## src/sv/triangle_overlap_test_2d_macros.svh

```systemverilog
// ----------------------------------------------------------------------------
// Triangle overlap test assertion macros
// Concurrent assertion wrappers, empty when SYNTHESIS is defined.
// ----------------------------------------------------------------------------
`ifndef TRIANGLE_OVERLAP_TEST_2D_MACROS_SVH
`define TRIANGLE_OVERLAP_TEST_2D_MACROS_SVH
`ifndef SYNTHESIS
`define TOL_ASSERT(label, expr, msg) \
   label: assert property (@(posedge clock) disable iff (reset) (expr)) else $error(msg);
`define TOL_ASSERT_NEXT(label, ante, cons, msg) \
   label: assert property (@(posedge clock) disable iff (reset) (ante) |=> (cons)) else $error(msg);
`else
`define TOL_ASSERT(label, expr, msg)
`define TOL_ASSERT_NEXT(label, ante, cons, msg)
`endif
`endif

```

## src/sv/tol_pkg.sv

```systemverilog
// ----------------------------------------------------------------------------
// Triangle overlap test package
// Widths, point and triple codes, and orientation lookup helpers.
// ----------------------------------------------------------------------------
package tol_pkg;

   localparam int COORD_BITS = 24;
   localparam int DIFF_BITS  = COORD_BITS + 1;
   localparam int PROD_BITS  = 2 * DIFF_BITS;
   localparam int DET_BITS   = PROD_BITS + 1;
   localparam int NUM_PTS    = 6;
   localparam int NUM_TRI    = 20;
   localparam int PT_BITS    = 3;

   typedef logic signed [COORD_BITS-1:0] coord_type;
   typedef logic [PT_BITS-1:0] pt_type;

   typedef struct packed {
      coord_type x;
      coord_type y;
   } point_type;

   typedef struct packed {
      logic neg;
      logic zero;
   } sign_type;

   typedef sign_type [NUM_TRI-1:0] sign_vec_type;

   typedef struct packed {
      logic diff;
      logic mult;
      logic sign;
   } stage_en_type;

   localparam pt_type PT_P1 = 3'd0;
   localparam pt_type PT_Q1 = 3'd1;
   localparam pt_type PT_R1 = 3'd2;
   localparam pt_type PT_P2 = 3'd3;
   localparam pt_type PT_Q2 = 3'd4;
   localparam pt_type PT_R2 = 3'd5;

   localparam pt_type TRI_A [NUM_TRI] = '{
      PT_P1, PT_P1, PT_P1, PT_P1, PT_P1, PT_P1, PT_P1, PT_P1, PT_P1, PT_P1,
      PT_Q1, PT_Q1, PT_Q1, PT_Q1, PT_Q1, PT_Q1, PT_R1, PT_R1, PT_R1, PT_P2};
   localparam pt_type TRI_B [NUM_TRI] = '{
      PT_Q1, PT_Q1, PT_Q1, PT_Q1, PT_R1, PT_R1, PT_R1, PT_P2, PT_P2, PT_Q2,
      PT_R1, PT_R1, PT_R1, PT_P2, PT_P2, PT_Q2, PT_P2, PT_P2, PT_Q2, PT_Q2};
   localparam pt_type TRI_C [NUM_TRI] = '{
      PT_R1, PT_P2, PT_Q2, PT_R2, PT_P2, PT_Q2, PT_R2, PT_Q2, PT_R2, PT_R2,
      PT_P2, PT_Q2, PT_R2, PT_Q2, PT_R2, PT_R2, PT_Q2, PT_R2, PT_R2, PT_R2};

   function automatic sign_type orient_of(input sign_vec_type s, input pt_type a,
                                          input pt_type b, input pt_type c);
      pt_type   x;
      pt_type   y;
      pt_type   z;
      pt_type   t;
      logic     odd;
      sign_type r;
      sign_type res;
      x   = a;
      y   = b;
      z   = c;
      odd = 1'b0;
      r   = '0;
      if (x > y) begin
         t = x; x = y; y = t; odd = !odd;
      end
      if (y > z) begin
         t = y; y = z; z = t; odd = !odd;
      end
      if (x > y) begin
         t = x; x = y; y = t; odd = !odd;
      end
      for (int i = 0; i < NUM_TRI; i++) begin
         if (TRI_A[i] == x && TRI_B[i] == y && TRI_C[i] == z) begin
            r = s[i];
         end
      end
      res.zero = r.zero;
      res.neg  = r.neg ^ (odd & !r.zero);
      return res;
   endfunction

   function automatic logic or_ge(input sign_vec_type s, input pt_type a,
                                  input pt_type b, input pt_type c);
      sign_type r;
      r = orient_of(s, a, b, c);
      return !r.neg;
   endfunction

   function automatic logic or_le(input sign_vec_type s, input pt_type a,
                                  input pt_type b, input pt_type c);
      sign_type r;
      r = orient_of(s, a, b, c);
      return r.neg | r.zero;
   endfunction

   function automatic logic or_gt(input sign_vec_type s, input pt_type a,
                                  input pt_type b, input pt_type c);
      sign_type r;
      r = orient_of(s, a, b, c);
      return !r.neg & !r.zero;
   endfunction

   function automatic logic or_lt(input sign_vec_type s, input pt_type a,
                                  input pt_type b, input pt_type c);
      sign_type r;
      r = orient_of(s, a, b, c);
      return r.neg;
   endfunction

endpackage

```

## src/sv/tol_orient.sv

```systemverilog
// ----------------------------------------------------------------------------
// Triangle overlap orientation lane
// Three-stage exact sign of (a-c) x (b-c): differences, products, subtract.
// ----------------------------------------------------------------------------
module tol_orient import tol_pkg::*; (
   input  logic         clock,
   input  stage_en_type en,
   input  point_type    pt_a,
   input  point_type    pt_b,
   input  point_type    pt_c,
   output sign_type     sign
);

   logic signed [DIFF_BITS-1:0] dx1_ff, dy1_ff, dx2_ff, dy2_ff;
   logic signed [DIFF_BITS-1:0] dx1_in, dy1_in, dx2_in, dy2_in;
   logic signed [PROD_BITS-1:0] prod_p_ff, prod_q_ff, prod_p_in, prod_q_in;
   logic signed [DET_BITS-1:0]  det;
   sign_type                    sign_ff, sign_in;

   always_comb begin
      dx1_in    = DIFF_BITS'(pt_a.x) - DIFF_BITS'(pt_c.x);
      dy1_in    = DIFF_BITS'(pt_a.y) - DIFF_BITS'(pt_c.y);
      dx2_in    = DIFF_BITS'(pt_b.x) - DIFF_BITS'(pt_c.x);
      dy2_in    = DIFF_BITS'(pt_b.y) - DIFF_BITS'(pt_c.y);
      prod_p_in = PROD_BITS'(dx1_ff) * PROD_BITS'(dy2_ff);
      prod_q_in = PROD_BITS'(dy1_ff) * PROD_BITS'(dx2_ff);
      det       = DET_BITS'(prod_p_ff) - DET_BITS'(prod_q_ff);
      sign_in.neg  = det[DET_BITS-1];
      sign_in.zero = (det == '0);
   end

   always_ff @(posedge clock) begin
      if (en.diff) begin
         dx1_ff <= dx1_in;
         dy1_ff <= dy1_in;
         dx2_ff <= dx2_in;
         dy2_ff <= dy2_in;
      end
      if (en.mult) begin
         prod_p_ff <= prod_p_in;
         prod_q_ff <= prod_q_in;
      end
      if (en.sign) begin
         sign_ff <= sign_in;
      end
   end

   assign sign = sign_ff;

endmodule

```

## config.mk

```make
export PLATFORM = sky130hd
export DESIGN_NAME = tol_orient
export DESIGN_NICKNAME = d
export VERILOG_FILES = /design/src/sv/triangle_overlap_test_2d_macros.svh /design/src/sv/tol_pkg.sv /design/src/sv/tol_orient.sv
export SDC_FILE = /design/constraint.sdc
export NUM_CORES = 2
export LEC_CHECK = 0
export BUFFER_PORTS_ARGS = -buffer_cell sky130_fd_sc_hd__buf_2
export CAP_MARGIN = 20
export CELL_PAD_IN_SITES_DETAIL_PLACEMENT = 0
export CELL_PAD_IN_SITES_GLOBAL_PLACEMENT = 1
export CORE_MARGIN = 5
export CORE_UTILIZATION = 45
export CTS_CLUSTER_SIZE = 20
export DETAILED_ROUTE_END_ITERATION = 7
export GPL_TIMING_DRIVEN = 0
export PLACE_DENSITY = 0.74
export SLEW_MARGIN = 20
export SYNTH_ARGS = -nofsm -noshare
export SYNTH_HDL_FRONTEND = slang
export SYNTH_SLANG_ARGS = --single-unit
```

## constraint.sdc

```tcl
create_clock -name clock -period 22.5 [get_ports clock]
set_input_delay 1.125 -clock clock [delete_from_list [all_inputs] [get_ports clock]]
set_output_delay 1.125 -clock clock [all_outputs]
set_load 0.01 [all_outputs]
```

==> results.ini <==
[grt]
grt_max_degree = 57
grt_pass1_wl_um = 283000
overflow = 0
grt_pass1_vias = 45852
antenna_found_initial = 25
grt_util_all_layers = 0.276

[clock_network]
cts_root_buf = clkbuf_16
cts_buffers = 23
numClockSinks = 202
cts_tree = done
hold_buffers = 0
cts_resized = 0
cts_setup_buffers = 0
clk_latency_ns = 0.56
clk_pin_slew_ns = 0.06
htreeDepth = 1
clockBufferDepth = 3

[critical_path]
cp_data_arrival_time_ns = 10.17
critPathLaunchType = register
endpoint_kind = register
cp.required_ns = 22.90
crit_type = reg -> reg
crit_fanout = 10
slowest_stage = clkbuf_1
cpPeakStageDelay_ns = 0.79
path_common_cell = fa_1

[die]
num_rows = 132
die-area_mm2 = 0.138
core_mm2 = 0.130
fp.dieH_um = 372
die-width_um = 372
start_util = 0.454
ios = 150

[sta]
hold_violations = 0
tightest_slew_ns = 1.14
min_period_over_period = 0.435
period_needed_ns = 9.78
drv_slew = 0
max_freq_ghz = 0.102
skew_ns = 0.0216
fin_tns_setup_ns = 0
setup_viol = 0
maxSlewHeadroom = 0.234
rsz0062_at_grt = false

[layout]
drive_gt1_frac = 0.0376
final_cell_mix = inv_1, fa_1, nand2_1
nFillCells = 12606
finalInstanceArea_mm2 = 0.0627
syn_to_final_growth_pct = 6.50
final_cells = 8158
layout_commonest_cell = inv_1
multi_input_area_mm2 = 0.0464
register_area_mm2 = 0.00607
post-route-util = 0.483
layout.nets = 8287

[synth]
synth_area_mm2 = 0.0588
synthArstFlopShare = 0
synthTopCellsByArea = fa_1, edfxtp_1, inv_1
synth_edf_count = 202
synth_nets = 8109
synthCells = 6212
synth.avg_cell_area_um2 = 9.47
yosysTopAreaCell = fa_1
synth_top_area_share = 0.450
synth-seq-cells = 202
synthFlopType = edfxtp_1
synth_cell_types = 89
synth.yosys.warnings = 0
ys_seq_area_frac = 0.103

[drt]
wl_per_cell_um = 22.9
wirelength_um = 186000
vias_per_cell = 5.30
num_vias = 43256
first_pass_iters = 6
ant_nets = 0
drc_errors = 0
drt_iter0_markers = 3205

[placement]
placedCellCount = 8106
port_buffers = 149
place_congestion = 0.995
hpwl_um = 162000
place_area_mm2 = 0.0618

[min_path]
hold_path_class = in -> reg

[run]
cap_violations = 0

[run_status]
status = finished, final reports clean

[cell families after synthesis]
| kind of cell | Yosys count | share of synthesized area |
|---|---|---|
| adder cells (fa/ha/maj) | 1749 | 0.541 |
| buffers and inverters | 1694 | 0.109 |
| multiplexers | 7 | 0.00123 |
| flip-flops | 202 | 0.103 |
| AND/OR/NAND/NOR | 1788 | 0.152 |
| AO/OA/AOI/OAI | 573 | 0.0649 |
| XOR/XNOR | 199 | 0.0296 |
[area by class of cell]
cell class,count,share of cell area
multi-input combinational,4316,0.740
clock buffer,28,0.00949
timing repair buffer,153,0.0133
inverter,1464,0.0877
antenna,11,0.000439
tap,1742,0.0348
sequential,202,0.0968
buffer,230,0.0142
clock inverter,12,0.00280
[metal layers]
layer	global-route usage	vias to the layer above	routed length, um
li1	-	19132	-
met4	0.0673	8	5540
met5	0	-	52
met3	0.0527	255	15400
met1	0.393	22318	80800
met2	0.439	1543	84700
[worst max-delay path, delay by kind of cell (launching register included)]
family                   cells  cell delay, ns
buffers and inverters        7            1.62
AND/OR/NAND/NOR              5            1.08
flip-flops                   1            0.41
adder cells (fa/ha/maj)      8            3.98
AO/OA/AOI/OAI                8            2.51
[final timing paths]
| kind | start | end | slack [ns] | cells past startpoint |
|---|---|---|---|---|
| worst max-delay path | dy2_ff[6]$_DFFE_PP_ | prod_p_ff[48]$_DFFE_PP_ | 12.72 | 28 |
| worst min-delay path | en[0] | sign[0]$_DFFE_PP_ | 0.80 | 1 |
| worst max register to register | dy2_ff[6]$_DFFE_PP_ | prod_p_ff[48]$_DFFE_PP_ | 12.72 | 28 |
| worst min register to register | prod_p_ff[49]$_DFFE_PP_ | sign[1]$_DFFE_PP_ | 0.85 | 2 |
[cells in the mapped netlist, drive strengths merged (15+ instances only)]
cell type and n:
o21ai 101, nand2 719, or2 15, nand2b 37
ha 428, or3 20, xnor2 142, and2 607
and3 24, o21bai 34, nand3 50, nor3 45
clkbuf 220, inv 1463, fa 1321, xor2 57
edfxtp 202, a31oi 27, a21boi 20, nor2 164
o21a 28, nor2b 57, a21o 66, a21oi 165
nand4 18, a211oi 22
[registers in the layout (all words and copies together), names as in the netlist]
register	cells
dx1_ff	25
dx2_ff	25
dy1_ff	25
dy2_ff	25
prod_p_ff	50
prod_q_ff	50
sign	2
[metrics by stage]
| stage | setup slack [ns] | hold slack, ns |
|---|---|---|
| after global routing | 12.28 | 0.790 |
| after CTS | 12.74 | 0.767 |
| after floorplan | 14.94 | 0.604 |
| after detailed placement | 12.80 | 0.824 |
| final | 12.72 | 0.801 |
| after global placement | 12.92 | 0.840 |
Power is not shown: default switching activity piles up to over one toggle a cycle in this logic, so the estimate is an artifact.
