**src/sv/triangle_overlap_test_2d_macros.svh**
```systemverilog
// ----------------------------------------------------------------------------
// Triangle overlap test assertion macros
// Concurrent assertion wrappers, empty when SYNTHESIS is defined.
// ----------------------------------------------------------------------------
`ifndef TRIANGLE_OVERLAP_TEST_2D_MACROS_SVH
`define TRIANGLE_OVERLAP_TEST_2D_MACROS_SVH
`ifndef SYNTHESIS
`define TOL_ASSERT(label, expr, msg) \
   label: assert property (@(posedge clock) disable iff (reset) (expr)) else $error(msg);
`define TOL_ASSERT_NEXT(label, ante, cons, msg) \
   label: assert property (@(posedge clock) disable iff (reset) (ante) |=> (cons)) else $error(msg);
`else
`define TOL_ASSERT(label, expr, msg)
`define TOL_ASSERT_NEXT(label, ante, cons, msg)
`endif
`endif

```
**src/sv/tol_pkg.sv**
```systemverilog
// ----------------------------------------------------------------------------
// Triangle overlap test package
// Widths, point and triple codes, and orientation lookup helpers.
// ----------------------------------------------------------------------------
package tol_pkg;

   localparam int COORD_BITS = 24;
   localparam int DIFF_BITS  = COORD_BITS + 1;
   localparam int PROD_BITS  = 2 * DIFF_BITS;
   localparam int DET_BITS   = PROD_BITS + 1;
   localparam int NUM_PTS    = 6;
   localparam int NUM_TRI    = 20;
   localparam int PT_BITS    = 3;

   typedef logic signed [COORD_BITS-1:0] coord_type;
   typedef logic [PT_BITS-1:0] pt_type;

   typedef struct packed {
      coord_type x;
      coord_type y;
   } point_type;

   typedef struct packed {
      logic neg;
      logic zero;
   } sign_type;

   typedef sign_type [NUM_TRI-1:0] sign_vec_type;

   typedef struct packed {
      logic diff;
      logic mult;
      logic sign;
   } stage_en_type;

   localparam pt_type PT_P1 = 3'd0;
   localparam pt_type PT_Q1 = 3'd1;
   localparam pt_type PT_R1 = 3'd2;
   localparam pt_type PT_P2 = 3'd3;
   localparam pt_type PT_Q2 = 3'd4;
   localparam pt_type PT_R2 = 3'd5;

   localparam pt_type TRI_A [NUM_TRI] = '{
      PT_P1, PT_P1, PT_P1, PT_P1, PT_P1, PT_P1, PT_P1, PT_P1, PT_P1, PT_P1,
      PT_Q1, PT_Q1, PT_Q1, PT_Q1, PT_Q1, PT_Q1, PT_R1, PT_R1, PT_R1, PT_P2};
   localparam pt_type TRI_B [NUM_TRI] = '{
      PT_Q1, PT_Q1, PT_Q1, PT_Q1, PT_R1, PT_R1, PT_R1, PT_P2, PT_P2, PT_Q2,
      PT_R1, PT_R1, PT_R1, PT_P2, PT_P2, PT_Q2, PT_P2, PT_P2, PT_Q2, PT_Q2};
   localparam pt_type TRI_C [NUM_TRI] = '{
      PT_R1, PT_P2, PT_Q2, PT_R2, PT_P2, PT_Q2, PT_R2, PT_Q2, PT_R2, PT_R2,
      PT_P2, PT_Q2, PT_R2, PT_Q2, PT_R2, PT_R2, PT_Q2, PT_R2, PT_R2, PT_R2};

   function automatic sign_type orient_of(input sign_vec_type s, input pt_type a,
                                          input pt_type b, input pt_type c);
      pt_type   x;
      pt_type   y;
      pt_type   z;
      pt_type   t;
      logic     odd;
      sign_type r;
      sign_type res;
      x   = a;
      y   = b;
      z   = c;
      odd = 1'b0;
      r   = '0;
      if (x > y) begin
         t = x; x = y; y = t; odd = !odd;
      end
      if (y > z) begin
         t = y; y = z; z = t; odd = !odd;
      end
      if (x > y) begin
         t = x; x = y; y = t; odd = !odd;
      end
      for (int i = 0; i < NUM_TRI; i++) begin
         if (TRI_A[i] == x && TRI_B[i] == y && TRI_C[i] == z) begin
            r = s[i];
         end
      end
      res.zero = r.zero;
      res.neg  = r.neg ^ (odd & !r.zero);
      return res;
   endfunction

   function automatic logic or_ge(input sign_vec_type s, input pt_type a,
                                  input pt_type b, input pt_type c);
      sign_type r;
      r = orient_of(s, a, b, c);
      return !r.neg;
   endfunction

   function automatic logic or_le(input sign_vec_type s, input pt_type a,
                                  input pt_type b, input pt_type c);
      sign_type r;
      r = orient_of(s, a, b, c);
      return r.neg | r.zero;
   endfunction

   function automatic logic or_gt(input sign_vec_type s, input pt_type a,
                                  input pt_type b, input pt_type c);
      sign_type r;
      r = orient_of(s, a, b, c);
      return !r.neg & !r.zero;
   endfunction

   function automatic logic or_lt(input sign_vec_type s, input pt_type a,
                                  input pt_type b, input pt_type c);
      sign_type r;
      r = orient_of(s, a, b, c);
      return r.neg;
   endfunction

endpackage

```
**src/sv/tol_decide.sv**
```systemverilog
// ----------------------------------------------------------------------------
// Triangle overlap decision tree
// Walks the vertex and edge sub-tests over the registered orientation signs.
// ----------------------------------------------------------------------------
module tol_decide import tol_pkg::*; (
   input  sign_vec_type signs,
   output logic         hit,
   output logic         enclosed
);

   function automatic logic test_vertex(input sign_vec_type s,
                                        input pt_type p1, input pt_type q1,
                                        input pt_type r1, input pt_type p2,
                                        input pt_type q2, input pt_type r2);
      logic res;
      if (or_ge(s, r2, p2, q1)) begin
         if (or_le(s, r2, q2, q1)) begin
            if (or_gt(s, p1, p2, q1))
               res = or_le(s, p1, q2, q1);
            else if (or_lt(s, p1, p2, r1))
               res = 1'b0;
            else
               res = or_ge(s, q1, r1, p2);
         end else if (or_gt(s, p1, q2, q1))
            res = 1'b0;
         else if (or_gt(s, r2, q2, r1))
            res = 1'b0;
         else
            res = or_ge(s, q1, r1, q2);
      end else if (or_lt(s, r2, p2, r1))
         res = 1'b0;
      else if (or_ge(s, q1, r1, r2))
         res = or_ge(s, p1, p2, r1);
      else if (or_lt(s, q1, r1, q2))
         res = 1'b0;
      else
         res = or_ge(s, r2, r1, q2);
      return res;
   endfunction

   function automatic logic test_edge(input sign_vec_type s,
                                      input pt_type p1, input pt_type q1,
                                      input pt_type r1, input pt_type p2,
                                      input pt_type r2);
      logic res;
      if (or_ge(s, r2, p2, q1)) begin
         if (or_ge(s, p1, p2, q1))
            res = or_ge(s, p1, q1, r2);
         else if (or_lt(s, q1, r1, p2))
            res = 1'b0;
         else
            res = or_ge(s, r1, p1, p2);
      end else if (or_lt(s, r2, p2, r1))
         res = 1'b0;
      else if (or_lt(s, p1, p2, r1))
         res = 1'b0;
      else if (or_ge(s, p1, r1, r2))
         res = 1'b1;
      else
         res = or_ge(s, q1, r1, r2);
      return res;
   endfunction

   always_comb begin
      enclosed = 1'b0;
      if (or_ge(signs, PT_P2, PT_Q2, PT_P1)) begin
         if (or_ge(signs, PT_Q2, PT_R2, PT_P1)) begin
            if (or_ge(signs, PT_R2, PT_P2, PT_P1)) begin
               enclosed = 1'b1;
               hit      = 1'b1;
            end else
               hit = test_edge(signs, PT_P1, PT_Q1, PT_R1, PT_P2, PT_R2);
         end else if (or_ge(signs, PT_R2, PT_P2, PT_P1))
            hit = test_edge(signs, PT_P1, PT_Q1, PT_R1, PT_R2, PT_Q2);
         else
            hit = test_vertex(signs, PT_P1, PT_Q1, PT_R1, PT_P2, PT_Q2, PT_R2);
      end else if (or_ge(signs, PT_Q2, PT_R2, PT_P1)) begin
         if (or_ge(signs, PT_R2, PT_P2, PT_P1))
            hit = test_edge(signs, PT_P1, PT_Q1, PT_R1, PT_Q2, PT_P2);
         else
            hit = test_vertex(signs, PT_P1, PT_Q1, PT_R1, PT_Q2, PT_R2, PT_P2);
      end else
         hit = test_vertex(signs, PT_P1, PT_Q1, PT_R1, PT_R2, PT_P2, PT_Q2);
   end

endmodule

```
**config.mk**
```make
export PLATFORM = sky130hd
export DESIGN_NAME = tol_decide
export DESIGN_NICKNAME = d
export VERILOG_FILES = /design/src/sv/triangle_overlap_test_2d_macros.svh /design/src/sv/tol_pkg.sv /design/src/sv/tol_decide.sv
export SDC_FILE = /design/constraint.sdc
export NUM_CORES = 1
export LEC_CHECK = 0
export BUFFER_PORTS_ARGS = -buffer_cell sky130_fd_sc_hd__clkbuf_2
export CAP_MARGIN = 20
export CELL_PAD_IN_SITES_DETAIL_PLACEMENT = 1
export CELL_PAD_IN_SITES_GLOBAL_PLACEMENT = 1
export CORE_MARGIN = 1.5
export CORE_UTILIZATION = 24
export DETAILED_ROUTE_END_ITERATION = 8
export GPL_ROUTABILITY_DRIVEN = 1
export PLACE_DENSITY = 0.84
export SETUP_SLACK_MARGIN = 0.15
export SYNTH_ARGS = -nofsm -noshare
export SYNTH_HDL_FRONTEND = slang
export SYNTH_SLANG_ARGS = --single-unit
```
**constraint.sdc**
```tcl
create_clock -name vclk -period 2
set_input_delay 0.4 -clock vclk [all_inputs]
set_output_delay 0.4 -clock vclk [all_outputs]
set_load 0.05 [all_outputs]
```
==> flow_metrics.tcl <==
set metrics [dict create \
    drv_cap 0 \
    synth_area_per_cell_um2 6.40 \
    n_clock_buffer 0 \
    finalHoldViolations 0 \
    timing.slew.headroom 0.778 \
    area_delta_synth_final_pct 118 \
    syn-instance-count 71 \
    slew_viol_final 0 \
    critPathMaxFanout 2 \
    yosysWarnings 0 \
    sw_frac_of_total 0.490 \
    start_util 0.260 \
    grt_pass1_wl_um 3650 \
    hold_path.class "input pin to output pin" \
    post_synth_num_cell_types 25 \
    finalSetupViolations 1 \
    final_cells 145 \
    critPathKind "input pin to output pin" \
    die_y_um 46.5 \
    cp_data_required_time_ns 1.60 \
    antenna_found_initial 0 \
    p_clk_frac 0 \
    finalWirelength_um 2460 \
    fmax_ghz 0.443 \
    crit_chain "clkbuf_16 > inv_12 > ha_4 > nand2b_4 > a21oi_2 > a221oi_2 > or3_1 > o211ai_1 > clkbuf_16" \
    grt_overflow 0 \
    design.seq.count 0 \
    grtUsageTotal 0.239 \
    dp_slack_ns -0.305 \
    antenna_cells 0 \
    layout-drive-gt1-share 0.625 \
    dp.cells 144 \
    cp_data_arrival_time_ns 1.86 \
    post-route-min-period_ns 2.26 \
    peakVddDrop_uv 102 \
    vias 753 \
    dr.pass1.iters 4 \
    regArea_um2 0 \
    die_area_mm2 0.00216 \
    power.density_mw_per_mm2 278 \
    fin_nets 167 \
    ys_seq_area_frac 0 \
    cp-end-kind "output pin" \
    rsz0062_at_grt "true" \
    wl_per_cell_um 17.0 \
    portBuffers 33 \
    crit_top_cell "clkbuf_16" \
    core_mm2 0.00175 \
    io_pins 42 \
    synth_area_um2 454 \
    ctsHoldBuffers 0 \
    crit_path_start_kind "input pin" \
    drt_iter0_drc 11 \
    finalWeightedCongestion 0.856 \
    critPathSlowestCell "or3_1" \
    setup_ws_ns -0.260 \
    viasPerCell 5.19 \
    tightest_slew_ns 0.332 \
    violations "setup timing" \
    cpPeakStageDelay_ns 0.37 \
    status "finished with violations" \
    syn_nets 116 \
    dieWidth_um 46.5 \
    grt_max_degree 6 \
    seq_power_share 0 \
    p_int_mw 0.140 \
    antenna_left 0 \
    p_switching_mw 0.135 \
    grt_pass1_vias 842 \
    final.period_utilization 1.13 \
    drc 0 \
    rows 15 \
    pwr-share-comb 1.000 \
    dp_hpwl_um 1710 \
    p_leak_nw 0.473 \
]
## metal layers
metal / vias to the layer above / track usage / wire length (µm)
met3: 6 / 0.0157 / 96
li1: 359 / - / -
met5: - / 0 / 0
met1: 358 / 0.243 / 963
met4: 0 / 0.109 / 65
met2: 30 / 0.478 / 1340
## critical path, delay by kind of cell
kind / cells / cell delay, ns
simple gates: 2 / 0.51
buf+inv: 3 / 0.39
compound gates: 3 / 0.36
fa+ha+maj: 1 / 0.18
## synthesized netlist by cell type
master	count	area, µm²
nor2_1	7	26.3
xnor2_2	1	16.3
o311ai_0	1	8.76
and2b_1	1	7.51
a311oi_1	3	26.3
o2bb2ai_1	1	8.76
a221oi_1	2	17.5
ha_1	5	62.6
nand2b_1	1	6.26
o21ai_0	5	25.0
nor2b_1	2	12.5
a211oi_1	2	15.0
a41oi_1	1	8.76
xor2_1	4	35.0
a32o_1	1	10.0
a21oi_1	3	15.0
inv_1	16	60.1
nor3_1	1	5.00
and3_2	1	7.51
nand2_1	4	15.0
or3_1	1	6.26
a222oi_1	1	10.0
a31oi_1	3	18.8
o211ai_1	1	7.51
nor3b_1	3	22.5
## stage by stage
stage / setup TNS (ns) / power, mW / cell area [µm²] / utilization / hold slack, ns
after floorplan: -0.242 / 0.105 / 528 / - / 0.901
after global routing: -0.348 / 0.293 / 990 / 0.567 / 1.21
after detailed placement: -0.305 / 0.220 / 852 / 0.488 / 1.19
after CTS: -0.261 / 0.260 / 962 / 0.551 / 1.20
final: -0.260 / 0.275 / 990 / 0.567 / 1.21
after global placement: -0.264 / 0.212 / 852 / 0.488 / 1.17
## logic make-up after synthesis
| family | share of synthesized area |
|---|---|
| fa+ha+maj | 0.138 |
| buf+inv | 0.132 |
| xor+xnor | 0.113 |
| compound gates | 0.377 |
| simple gates | 0.240 |
## layout make-up
cell class	instances	area, µm²
Fill cell	229	756
Inverter	16	77.6
Multi-Input combinational cell	55	547
Tap cell	25	31.3
Timing Repair Buffer	49	334
## cells in the final DEF, fill, tap and decap left out, drive strengths merged
cell / netlist / routed
clkbuf: 0 / 33
buf: 0 / 16
inv: 16 / 16
nor2: 7 / 7
ha: 5 / 5
o21ai: 5 / 5
nand2: 4 / 4
xor2: 4 / 4
a31oi: 3 / 3
a311oi: 3 / 3
nor3b: 3 / 3
a21oi: 3 / 3
a211oi: 2 / 2
nor2b: 2 / 2
a221oi: 2 / 2
xnor2: 1 / 1
nor3: 1 / 1
and3: 1 / 1
a32o: 1 / 1
a222oi: 1 / 1
nand2b: 1 / 1
a41oi: 1 / 1
and2b: 1 / 1
o311ai: 1 / 1
o2bb2ai: 1 / 1
or3: 1 / 1
o211ai: 1 / 1
## path summary, 6_finish.rpt
kind,from,end,cells after the start
hold / removal,signs[15],enclosed,3
setup / recovery,signs[29],hit,9
## power groups by stage
stage	clock, mW	combinational (mW)	sequential, mW
2_1_floorplan	0	0.105	0
3_3_place_gp	0	0.212	0
3_5_place_dp	0	0.220	0
4_1_cts	0	0.260	0
5_1_grt	0	0.293	0
6_report	0	0.275	0
## what timing repair did
item,in CTS,in global routing
setup buffers,1,0
setup endpoints to repair,1,1
resized for setup,14,6
pin swaps,5,3
Power figures use the tool's default switching activity.
